`config.mk`:
```
export PLATFORM = sky130hd
export DESIGN_NAME = packet_framer_with_sum_checksum_top
export DESIGN_NICKNAME = d
export VERILOG_FILES = /design/src/sv/pfsc_pkg.sv /design/src/sv/packet_framer_with_sum_checksum_top.sv
export SDC_FILE = /design/constraint.sdc
export NUM_CORES = 1
export LEC_CHECK = 0
export BUFFER_PORTS_ARGS = -buffer_cell sky130_fd_sc_hd__buf_2
export CAP_MARGIN = 20
export CORE_ASPECT_RATIO = 1.5
export CORE_UTILIZATION = 35
export DETAILED_ROUTE_END_ITERATION = 8
export GPL_ROUTABILITY_DRIVEN = 0
export PLACE_DENSITY = 0.56
export SKIP_CTS_REPAIR_TIMING = 1
export SYNTH_ARGS = -nofsm -noshare
export SYNTH_HDL_FRONTEND = slang
export SYNTH_SLANG_ARGS = --single-unit
```
`constraint.sdc`:
```
create_clock -name clk_i -period 17.02 [get_ports clk_i]
set_input_delay 3.404 -clock clk_i [delete_from_list [all_inputs] [get_ports clk_i]]
set_output_delay 3.404 -clock clk_i [all_outputs]
set_load 0.03 [all_outputs]
```
`src/sv/pfsc_pkg.sv`:
```
// Package: request and result types, register indexes and status codes of the framer.
`default_nettype none
package pfsc_pkg;

  // Action codes of an input request
  localparam logic ACT_START = 1'b0;
  localparam logic ACT_DATA  = 1'b1;

  // Configuration register indexes
  localparam logic [2:0] CFG_IDENT    = 3'd0;
  localparam logic [2:0] CFG_VERSION  = 3'd1;
  localparam logic [2:0] CFG_TYPE     = 3'd2;
  localparam logic [2:0] CFG_SEC_HDR  = 3'd3;
  localparam logic [2:0] CFG_MAX_PLEN = 3'd4;
  localparam logic [2:0] CFG_CAPACITY = 3'd5;

  // Result status codes
  localparam logic [1:0] ST_OK       = 2'd0;
  localparam logic [1:0] ST_TOO_LONG = 2'd1;
  localparam logic [1:0] ST_BAD_SEG  = 2'd2;
  localparam logic [1:0] ST_CAPACITY = 2'd3;

  // Fixed frame overheads
  localparam logic [16:0] FRAME_OVERHEAD = 17'd12;
  localparam logic [15:0] DFIELD_EXTRA   = 16'd2;

  // Reset values of the limit registers
  localparam logic [15:0] MAX_PLEN_RST = 16'd1024;
  localparam logic [15:0] CAPACITY_RST = 16'hFFFF;

  typedef struct packed {
    logic        action;
    logic [6:0]  device_id;
    logic [3:0]  data_type;
    logic [7:0]  segment_flag;
    logic [13:0] sequence_count;
    logic [15:0] segment_number;
    logic [15:0] payload_length;
    logic [7:0]  payload_byte;
  } in_item_t;

  typedef struct packed {
    logic [7:0]  out_byte;
    logic        last_of_frame;
    logic [1:0]  status;
    logic [15:0] frame_length;
  } out_item_t;

endpackage
`default_nettype wire

```
`src/sv/packet_framer_with_sum_checksum_top.sv`:
```
// Top level: byte-serial telemetry framer with a 16-bit inverted byte-sum checksum.
//
//  Channel | Direction | Handshake                | Payload
//  --------+-----------+--------------------------+---------------------------
//  in      | to block  | in_valid_i / in_stall_o  | in_data_i  (in_item_t)
//  out     | from block| out_valid_o / out_stall_i| out_data_o (out_item_t)
//  cfg     | to block  | cfg_valid_i / cfg_ready_o| cfg_index_i, cfg_data_i
//
//  A request is held in one request register and turned into results one per
//  cycle by a step counter, while the output is not stalled; the output register
//  takes one result a cycle unless stalled. A payload byte gives one result (three
//  when it closes the frame with the checksum), a start ten results (twelve with an
//  empty payload, one on an error). A payload byte outside a frame is consumed and
//  gives no result. Reset clears all control state; out_stall_i holds the output
//  register and, through it, the step counter and the input.
`default_nettype none
module packet_framer_with_sum_checksum_top (
  input  wire logic               clk_i,
  input  wire logic               rst_ni,
  input  wire logic               in_valid_i,
  output      logic               in_stall_o,
  input  wire pfsc_pkg::in_item_t in_data_i,
  output      logic               out_valid_o,
  input  wire logic               out_stall_i,
  output      pfsc_pkg::out_item_t out_data_o,
  input  wire logic               cfg_valid_i,
  output      logic               cfg_ready_o,
  input  wire logic [2:0]         cfg_index_i,
  input  wire logic [15:0]        cfg_data_i
);
  import pfsc_pkg::*;

  // Configuration registers
  logic [15:0] ident_q;
  logic [2:0]  version_q;
  logic        type_bit_q;
  logic        sec_hdr_q;
  logic [15:0] max_plen_q;
  logic [15:0] capacity_q;

  // Request register and step counter
  in_item_t    item_q;
  logic        item_valid_q, item_valid_d;
  logic [3:0]  step_q, step_d;

  // Frame state
  logic [15:0] sum_q, sum_d;
  logic [15:0] left_q, left_d;
  logic        active_q, active_d;
  logic [15:0] total_q, total_d;

  // Output register
  out_item_t   out_q;
  logic        out_valid_q, out_valid_d;

  // Step decode
  out_item_t   res;
  logic        has_out;
  logic        is_last;
  logic        adv;
  logic        out_free;
  logic        accept;
  logic [1:0]  status;
  logic [16:0] need;
  logic [15:0] word_a;
  logic [15:0] word_b;
  logic [15:0] dlen;
  logic [15:0] csum;

  assign cfg_ready_o = 1'b1;

  // Configuration writes; indexes beyond the list are dropped
  always_ff @(posedge clk_i or negedge rst_ni) begin
    if (!rst_ni) begin
      ident_q    <= '0;
      version_q  <= '0;
      type_bit_q <= 1'b0;
      sec_hdr_q  <= 1'b0;
      max_plen_q <= MAX_PLEN_RST;
      capacity_q <= CAPACITY_RST;
    end else if (cfg_valid_i && cfg_ready_o) begin
      unique case (cfg_index_i)
        CFG_IDENT:    ident_q    <= cfg_data_i;
        CFG_VERSION:  version_q  <= cfg_data_i[2:0];
        CFG_TYPE:     type_bit_q <= cfg_data_i[0];
        CFG_SEC_HDR:  sec_hdr_q  <= cfg_data_i[0];
        CFG_MAX_PLEN: max_plen_q <= cfg_data_i;
        CFG_CAPACITY: capacity_q <= cfg_data_i;
        default: ;
      endcase
    end
  end

  // Header fields and start checks, from the held request
  assign need   = {1'b0, item_q.payload_length} + FRAME_OVERHEAD;
  assign word_a = {version_q, type_bit_q, sec_hdr_q, item_q.device_id, item_q.data_type};
  assign word_b = {item_q.segment_flag[1:0], item_q.sequence_count};
  assign dlen   = item_q.payload_length + DFIELD_EXTRA;
  assign csum   = ~sum_q;

  always_comb begin
    if (item_q.payload_length > max_plen_q) begin
      status = ST_TOO_LONG;
    end else if (item_q.segment_flag[7:2] != '0) begin
      status = ST_BAD_SEG;
    end else if (need > {1'b0, capacity_q}) begin
      status = ST_CAPACITY;
    end else begin
      status = ST_OK;
    end
  end

  assign out_free = !out_valid_q || !out_stall_i;

  // Result of the current step and the frame state that follows it
  always_comb begin
    res      = '0;
    has_out  = 1'b1;
    is_last  = 1'b0;
    sum_d    = sum_q;
    left_d   = left_q;
    active_d = active_q;
    total_d  = total_q;
    if (item_q.action == ACT_START) begin
      if (step_q == 4'd0) begin
        sum_d    = '0;
        left_d   = '0;
        active_d = 1'b0;
        total_d  = (status == ST_OK) ? need[15:0] : '0;
      end
      if (status != ST_OK) begin
        // error result: one request, one result
        res.last_of_frame = 1'b1;
        res.status        = status;
        is_last           = 1'b1;
      end else begin
        case (step_q)
          4'd0:    res.out_byte = ident_q[15:8];
          4'd1:    res.out_byte = ident_q[7:0];
          4'd2:    res.out_byte = word_a[15:8];
          4'd3:    res.out_byte = word_a[7:0];
          4'd4:    res.out_byte = word_b[15:8];
          4'd5:    res.out_byte = word_b[7:0];
          4'd6:    res.out_byte = dlen[15:8];
          4'd7:    res.out_byte = dlen[7:0];
          4'd8:    res.out_byte = item_q.segment_number[15:8];
          4'd9:    res.out_byte = item_q.segment_number[7:0];
          4'd10:   res.out_byte = csum[15:8];
          default: res.out_byte = csum[7:0];
        endcase
        // header bytes after the identifier go into the sum
        if (step_q >= 4'd2 && step_q <= 4'd9) begin
          sum_d = sum_q + {8'd0, res.out_byte};
        end
        if (step_q == 4'd9) begin
          left_d   = item_q.payload_length;
          active_d = (item_q.payload_length != '0);
          is_last  = (item_q.payload_length != '0);
        end
        if (step_q == 4'd11) begin
          res.last_of_frame = 1'b1;
          res.frame_length  = total_q;
          is_last           = 1'b1;
        end
      end
    end else if (!active_q) begin
      // stray payload byte
      has_out = 1'b0;
      is_last = 1'b1;
    end else begin
      case (step_q)
        4'd0: begin
          res.out_byte = item_q.payload_byte;
          sum_d        = sum_q + {8'd0, item_q.payload_byte};
          left_d       = left_q - 16'd1;
          is_last      = (left_q != 16'd1);
        end
        4'd1: res.out_byte = csum[15:8];
        default: begin
          res.out_byte      = csum[7:0];
          res.last_of_frame = 1'b1;
          res.frame_length  = total_q;
          active_d          = 1'b0;
          left_d            = '0;
          is_last           = 1'b1;
        end
      endcase
    end
  end

  // A step advances when its result has room, or when it gives none
  assign adv        = item_valid_q && (!has_out || out_free);
  assign in_stall_o = item_valid_q && !(adv && is_last);
  assign accept     = in_valid_i && !in_stall_o;

  always_comb begin
    item_valid_d = item_valid_q;
    step_d       = step_q;
    if (adv) begin
      step_d = is_last ? 4'd0 : step_q + 4'd1;
      if (is_last) begin
        item_valid_d = 1'b0;
      end
    end
    if (accept) begin
      item_valid_d = 1'b1;
    end
  end

  assign out_valid_d = (adv && has_out) || (out_valid_q && out_stall_i);

  // Control state
  always_ff @(posedge clk_i or negedge rst_ni) begin
    if (!rst_ni) begin
      item_valid_q <= 1'b0;
      step_q       <= '0;
      out_valid_q  <= 1'b0;
      sum_q        <= '0;
      left_q       <= '0;
      active_q     <= 1'b0;
      total_q      <= '0;
    end else begin
      item_valid_q <= item_valid_d;
      step_q       <= step_d;
      out_valid_q  <= out_valid_d;
      if (adv) begin
        sum_q    <= sum_d;
        left_q   <= left_d;
        active_q <= active_d;
        total_q  <= total_d;
      end
    end
  end

  // Payload registers
  always_ff @(posedge clk_i) begin
    if (accept) begin
      item_q <= in_data_i;
    end
    if (adv && has_out) begin
      out_q <= res;
    end
  end

  assign out_valid_o = out_valid_q;
  assign out_data_o  = out_q;

  // Checks
  a_err_is_last : assert property (@(posedge clk_i) disable iff (!rst_ni)
    out_valid_o && (out_data_o.status != ST_OK) |-> out_data_o.last_of_frame)
    else $error("error result without last_of_frame");

  a_len_on_last : assert property (@(posedge clk_i) disable iff (!rst_ni)
    out_valid_o && !out_data_o.last_of_frame |-> (out_data_o.frame_length == '0))
    else $error("frame_length set on a non-final byte");

  // only the checksum steps of the closing byte run with nothing left
  a_active_left : assert property (@(posedge clk_i) disable iff (!rst_ni)
    active_q && (step_q == '0) |-> (left_q != '0))
    else $error("frame open with no payload bytes left");

  a_step_held : assert property (@(posedge clk_i) disable iff (!rst_ni)
    (step_q != '0) |-> item_valid_q)
    else $error("step counter running without a request");

endmodule
`default_nettype wire

```
Word-level counts from Yosys, hierarchy flattened

Index checks and enable logic that the tools add are counted.

Flip-flop bits (word level): 209
Bits of input ports: 98
Output and inout port bits: 30

Add/subtract/negate cells: 6
Magnitude comparators: 4
Equality and inequality tests: 20
Multiplexer cells: 49
Bitwise logic cells: 3
Reductions and logical operators: 35

Operator list:

| cell                                                                 | count |
|---|---|
| 16-bit 2-to-1 mux                                                    | 17 |
| 8-bit one-hot mux with 11 select lines                               | 1 |
| 16-bit by 8-bit adder with 16-bit output                             | 2 |
| 16-bit one-hot mux with 2 select lines                               | 1 |
| 8-bit 2-to-1 mux                                                     | 3 |
| 1-bit 2-to-1 mux                                                     | 19 |
| 9-bit 2-to-1 mux                                                     | 2 |
| 16-bit by 4-bit adder with 17-bit output, second input constant      | 1 |
| 17-bit by 16-bit > comparator with 1-bit output                      | 1 |
| 16-bit by 2-bit adder with 16-bit output, second input constant      | 1 |
| 4-bit by 3-bit == test with 1-bit output, second input constant      | 4 |
| 4-bit == test, second input constant                                 | 4 |
| 16-bit > comparator                                                  | 1 |
| 16-bit by 1-bit != test with 1-bit output, second input constant     | 1 |
| 16-bit inverter                                                      | 1 |
| 8-bit one-hot mux with 2 select lines                                | 1 |
| 16-bit nonzero test                                                  | 1 |
| 16-bit by 1-bit subtractor with 16-bit output, second input constant | 1 |
| 2-bit AND reduction                                                  | 7 |
| 3-bit AND reduction                                                  | 3 |
| 4-bit by 2-bit == test with 1-bit output, second input constant      | 2 |
| 1-bit logical AND                                                    | 7 |
| 3-bit by 2-bit == test with 1-bit output, second input constant      | 2 |
| 3-bit == test, second input constant                                 | 2 |
| other kinds (19)                                                     | 32 |

Longest topological paths before layout

Word-level depth: 15
Mapped depth: 19

Worst setup path after synthesis

OpenSTA, ideal clock, no wires.

Path type: input-to-output
Start: input port out_stall_i
End: output port in_stall_o
Arrival time: 4.261 ns
Required time: 13.616 ns
Setup slack: 9.355 ns
Cell stages on the path: 4
Path buffers: 0
Cells stage by stage: nand2_1 o21ai_0 o21ai_2 inv_1

Word-level cells in the longest chain between the ends: 7

Ends and longest elaborated chain:

| element            | RTL line                                   | RTL |
|---|---|---|
| start: declaration | packet_framer_with_sum_checksum_top.sv:24  | `input wire logic out_stall_i,` |
| 1-bit logical NOT  | packet_framer_with_sum_checksum_top.sv:113 | `assign out_free = !out_valid_q \|\| !out_stall_i;` |
| 1-bit logical OR   | packet_framer_with_sum_checksum_top.sv:113 |  |
| 1-bit logical OR   | packet_framer_with_sum_checksum_top.sv:192 | `assign adv = item_valid_q && (!has_out \|\| out_free);` |
| 1-bit logical AND  | packet_framer_with_sum_checksum_top.sv:192 |  |
| 1-bit logical AND  | packet_framer_with_sum_checksum_top.sv:193 | `assign in_stall_o = item_valid_q && !(adv && is_last);` |
| 1-bit logical NOT  | packet_framer_with_sum_checksum_top.sv:193 |  |
| 1-bit logical AND  | packet_framer_with_sum_checksum_top.sv:193 |  |
| end: declaration   | packet_framer_with_sum_checksum_top.sv:21  | `output logic in_stall_o,` |

No other way between the ends.

Worst setup path after layout

Start: register item_q[10] (netlist name)
End: output port in_stall_o

Word-level cells in the longest chain between the ends: 11

Ends and longest elaborated chain:

| element                                         | RTL line                                   | RTL |
|---|---|---|
| start: declaration                              | packet_framer_with_sum_checksum_top.sv:42  | `in_item_t item_q;` |
| start signal: assignment                        | packet_framer_with_sum_checksum_top.sv:238 | `item_q <= in_data_i;` |
| 16-bit by 4-bit adder with 17-bit output        | packet_framer_with_sum_checksum_top.sv:95  | `assign need = {1'b0, item_q.payload_length} + FRAME_OVERHEAD;` |
| 17-bit by 16-bit > comparator with 1-bit output | packet_framer_with_sum_checksum_top.sv:106 | `end else if (need > {1'b0, capacity_q}) begin` |
| 2-bit 2-to-1 mux                                | packet_framer_with_sum_checksum_top.sv:106 |  |
| 2-bit 2-to-1 mux                                | packet_framer_with_sum_checksum_top.sv:104 | `end else if (item_q.segment_flag[7:2] != '0) begin` |
| 2-bit 2-to-1 mux                                | packet_framer_with_sum_checksum_top.sv:102 | `if (item_q.payload_length > max_plen_q) begin` |
| 2-bit nonzero test                              | packet_framer_with_sum_checksum_top.sv:131 | `if (status != ST_OK) begin` |
| 1-bit 2-to-1 mux (*)                            | packet_framer_with_sum_checksum_top.sv:131 |  |
| 1-bit 2-to-1 mux (*)                            | packet_framer_with_sum_checksum_top.sv:124 | `if (item_q.action == ACT_START) begin` |
| 1-bit logical AND (*)                           | packet_framer_with_sum_checksum_top.sv:193 |  |
| 1-bit logical NOT (*)                           | packet_framer_with_sum_checksum_top.sv:193 |  |
| 1-bit logical AND (*)                           | packet_framer_with_sum_checksum_top.sv:193 |  |

Every way passes the cells marked *; elsewhere a longest branch is shown, timed or not.

==> reports/qor.txt <==
Critical Path RT: 13620 ps
critical path launch point type: flop
peak supply drop: 81.3 uV
CP endpoint kind: output port
CTS tree: yes
Post-route DRC: 0
footprint of the multi-input gates: 5380 sq um
cell area after layout: 13500 sq um
period utilisation layout: 49.2%
PortBufs: 126
Netlist cell types: 77
antenna violations before repair: 0
pins over their slew limit: 0
clk_skew: 29.5 ps
Leakage Power: 5.49 nW
io pins: 128
CP Class: flop to output port
arrival time worst endpoint: 4970 ps
max_slew headroom: 29.7%
Mean Syn Cell Area: 10.3 sq um
Initial Util: 35.6%
DR pass1 iterations: 5
worst-margin pin slew: 1050 ps
Pwr Density: 122 nW/um^2
worst-path fanout max: 27
synthesized cell area: 11600 sq um
status: finished, final reports clean
total power draw: 1.65 mW
FF-to-FF End: item_q[23]$_DFFE_PP_
post-DP HPWL: 26000 microns
core area: 32600 sq um
Max-cap violations: 0
syn nets: 1287
PnR worst setup slack: 8640 ps
GRT Residual Overflow: 0
remaining antenna violation count: 0
sequential share of the synthesized area: 49.6%
CTS Sinks: 209
Setup TNS: 0 ps
first-pass GRT wire length: 53800 microns
Post-synth EDFFs: 101
diode count: 0
RSZ-0062 raised after global routing: no
Setup-failing EPs final: 0
pre-CTS setup slack: 9070 ps
Final nets: 1392
Placed Area: 12600 sq um
Die Y: 225 microns
wire length per cell: 21.0 microns
Min-Delay Startpoint: total_q[7]$_DFFE_PN0P_
launching point of the worst reg2reg path: item_q[10]$_DFFE_PP_
GRT Total Usage: 21.1%
vias in the first global route: 9326
clk_lat worst skew: 550 ps
vias per inst: 5.64
min cycle time layout: 8380 ps
fmax: 0.119 GHz
top_reg_cell synth: edfxtp_1
Clock H-tree levels: 1
initial DRC count: 668
FP Rows: 81
root buf cell: clkbuf_16
Yosys reg bits: 209
Die Wd: 151 microns
Reg2Reg Setup Slack: 11700 ps
Storage cell area: 5760 sq um
filler instances: 3173
Worst Setup EP: in_stall_o
DR vias: 9404
Layout area overhead: 15.9%
Clock Pin Slew Worst Setup and Hold Paths: 60 ps
CP startpoint: item_q[10]$_DFFE_PP_
total number of yosys warnings: 0
Cells after Synth: 1129
Min-Delay Path Class: flop to flop
ys async rst share: 51.7%
total CTS buffers: 23
die footprint: 33900 sq um
layout cell share with drive strength beyond 1: 20.8%
worst reg2reg path depth: 16
final core utilization: 41.2%
final hold vios: 0
largest net degree at the start of global routing: 75
final WL: 35100 microns
maximum clock path buffer count: 3
-- cell type report --
cell class	count	area share, %
timing repair buffer	141	5.54
clock buffer	24	4.30
clock inverter	18	1.92
multi-input combinational	800	40.0
tap	415	3.86
sequential	209	42.8
inverter	59	1.65
-- power breakdown --
part | internal, mW | switching (mW)
Combinational | 0.161 | 0.238
Sequential | 0.616 | 0.0753
Clock | 0.341 | 0.217
Total | 1.12 | 0.531
-- cells by family after synthesis --
family / Yosys count / synth area share [%]
adder cells (fa/ha/maj): 60 / 6.59
other: 1 / 0.0323
XOR/XNOR: 31 / 2.34
multiplexers: 61 / 5.73
flip-flops: 209 / 49.6
AND/OR/NAND/NOR: 366 / 15.5
buffers and inverters: 120 / 4.28
AO/OA/AOI/OAI: 281 / 15.9
-- metrics by stage --
stage / hold slack, ps / std cells
after floorplan: 430 / 1129
final: 470 / 1666
after global placement: 454 / 1623
after CTS: 473 / 1665
after detailed placement: 459 / 1623
after global routing: 488 / 1666
-- cell usage in the layout (no fill, tap or decap), types with 17 or more instances in the layout --
master and count:
and2_1 30, buf_2 125, dfrtp_1 91, nor3_1 32
clkbuf_16 23, mux2i_1 17, nand4_1 20, edfxtp_1 101
nand3_1 34, inv_1 59, mux2_2 44, o21ai_0 83
ha_1 58, dfstp_2 17, xnor2_1 18, nand2_1 112
a21oi_1 56, nor2_1 76
-- flip-flops by register name, indices dropped and copies added (netlist names) --
register and count:
type_bit_q 1, sum_q 16, ident_q 16, active_q 1
step_q 4, sec_hdr_q 1, left_q 16, max_plen_q 16
item_q 74, item_valid_q 1, version_q 3, total_q 16
out_data_o 27, out_valid_o 1, capacity_q 16
-- critical path, stage by stage (launching register included) --
cell and delay [ps]:
edfxtp_1 530, inv_1 120, ha_1 270, nand3b_1 260, or2_2 380, nor2_1 170, xor2_1 110, ha_1 370
nand4_1 90, or2_2 290, and4bb_1 280, a211oi_2 70, or4_1 420, buf_4 250, o32ai_4 440, o21ai_2 110
inv_1 70, buf_2 180
-- per-layer routing --
metal	global-route usage [%]	wire length (microns)	vias up
met2	35.7	17600	408
met5	0	0	-
met1	25.8	13500	4520
li1	-	-	4387
met3	2.79	2150	89
met4	11.5	1840	0
-- synth_stat cells, drive strengths merged (20+ instances only) --
cell | n | area [sq um]
nor2 | 80 | 315
and2 | 31 | 194
a21oi | 56 | 280
buf | 20 | 119
mux2 | 44 | 495
dfrtp | 91 | 2280
inv | 59 | 221
ha | 58 | 726
o21ai | 87 | 439
nand4 | 21 | 138
edfxtp | 101 | 3030
nand3 | 34 | 170
nor3 | 33 | 165
nand2 | 112 | 420
clkbuf | 41 | 156
-- worst min-delay path by stage --
stage | to | depth (start not counted) | slack (ps)
2_1_floorplan | total_q[10]$_DFFE_PN0P_ | 2 | 430
3_3_place_gp | total_q[1]$_DFFE_PN0P_ | 2 | 450
3_5_place_dp | total_q[15]$_DFFE_PN0P_ | 2 | 460
4_1_cts | total_q[15]$_DFFE_PN0P_ | 2 | 470
5_1_grt | total_q[15]$_DFFE_PN0P_ | 2 | 490
6_report | total_q[7]$_DFFE_PN0P_ | 2 | 470
Note: power is estimated with default switching activity, not from simulation.
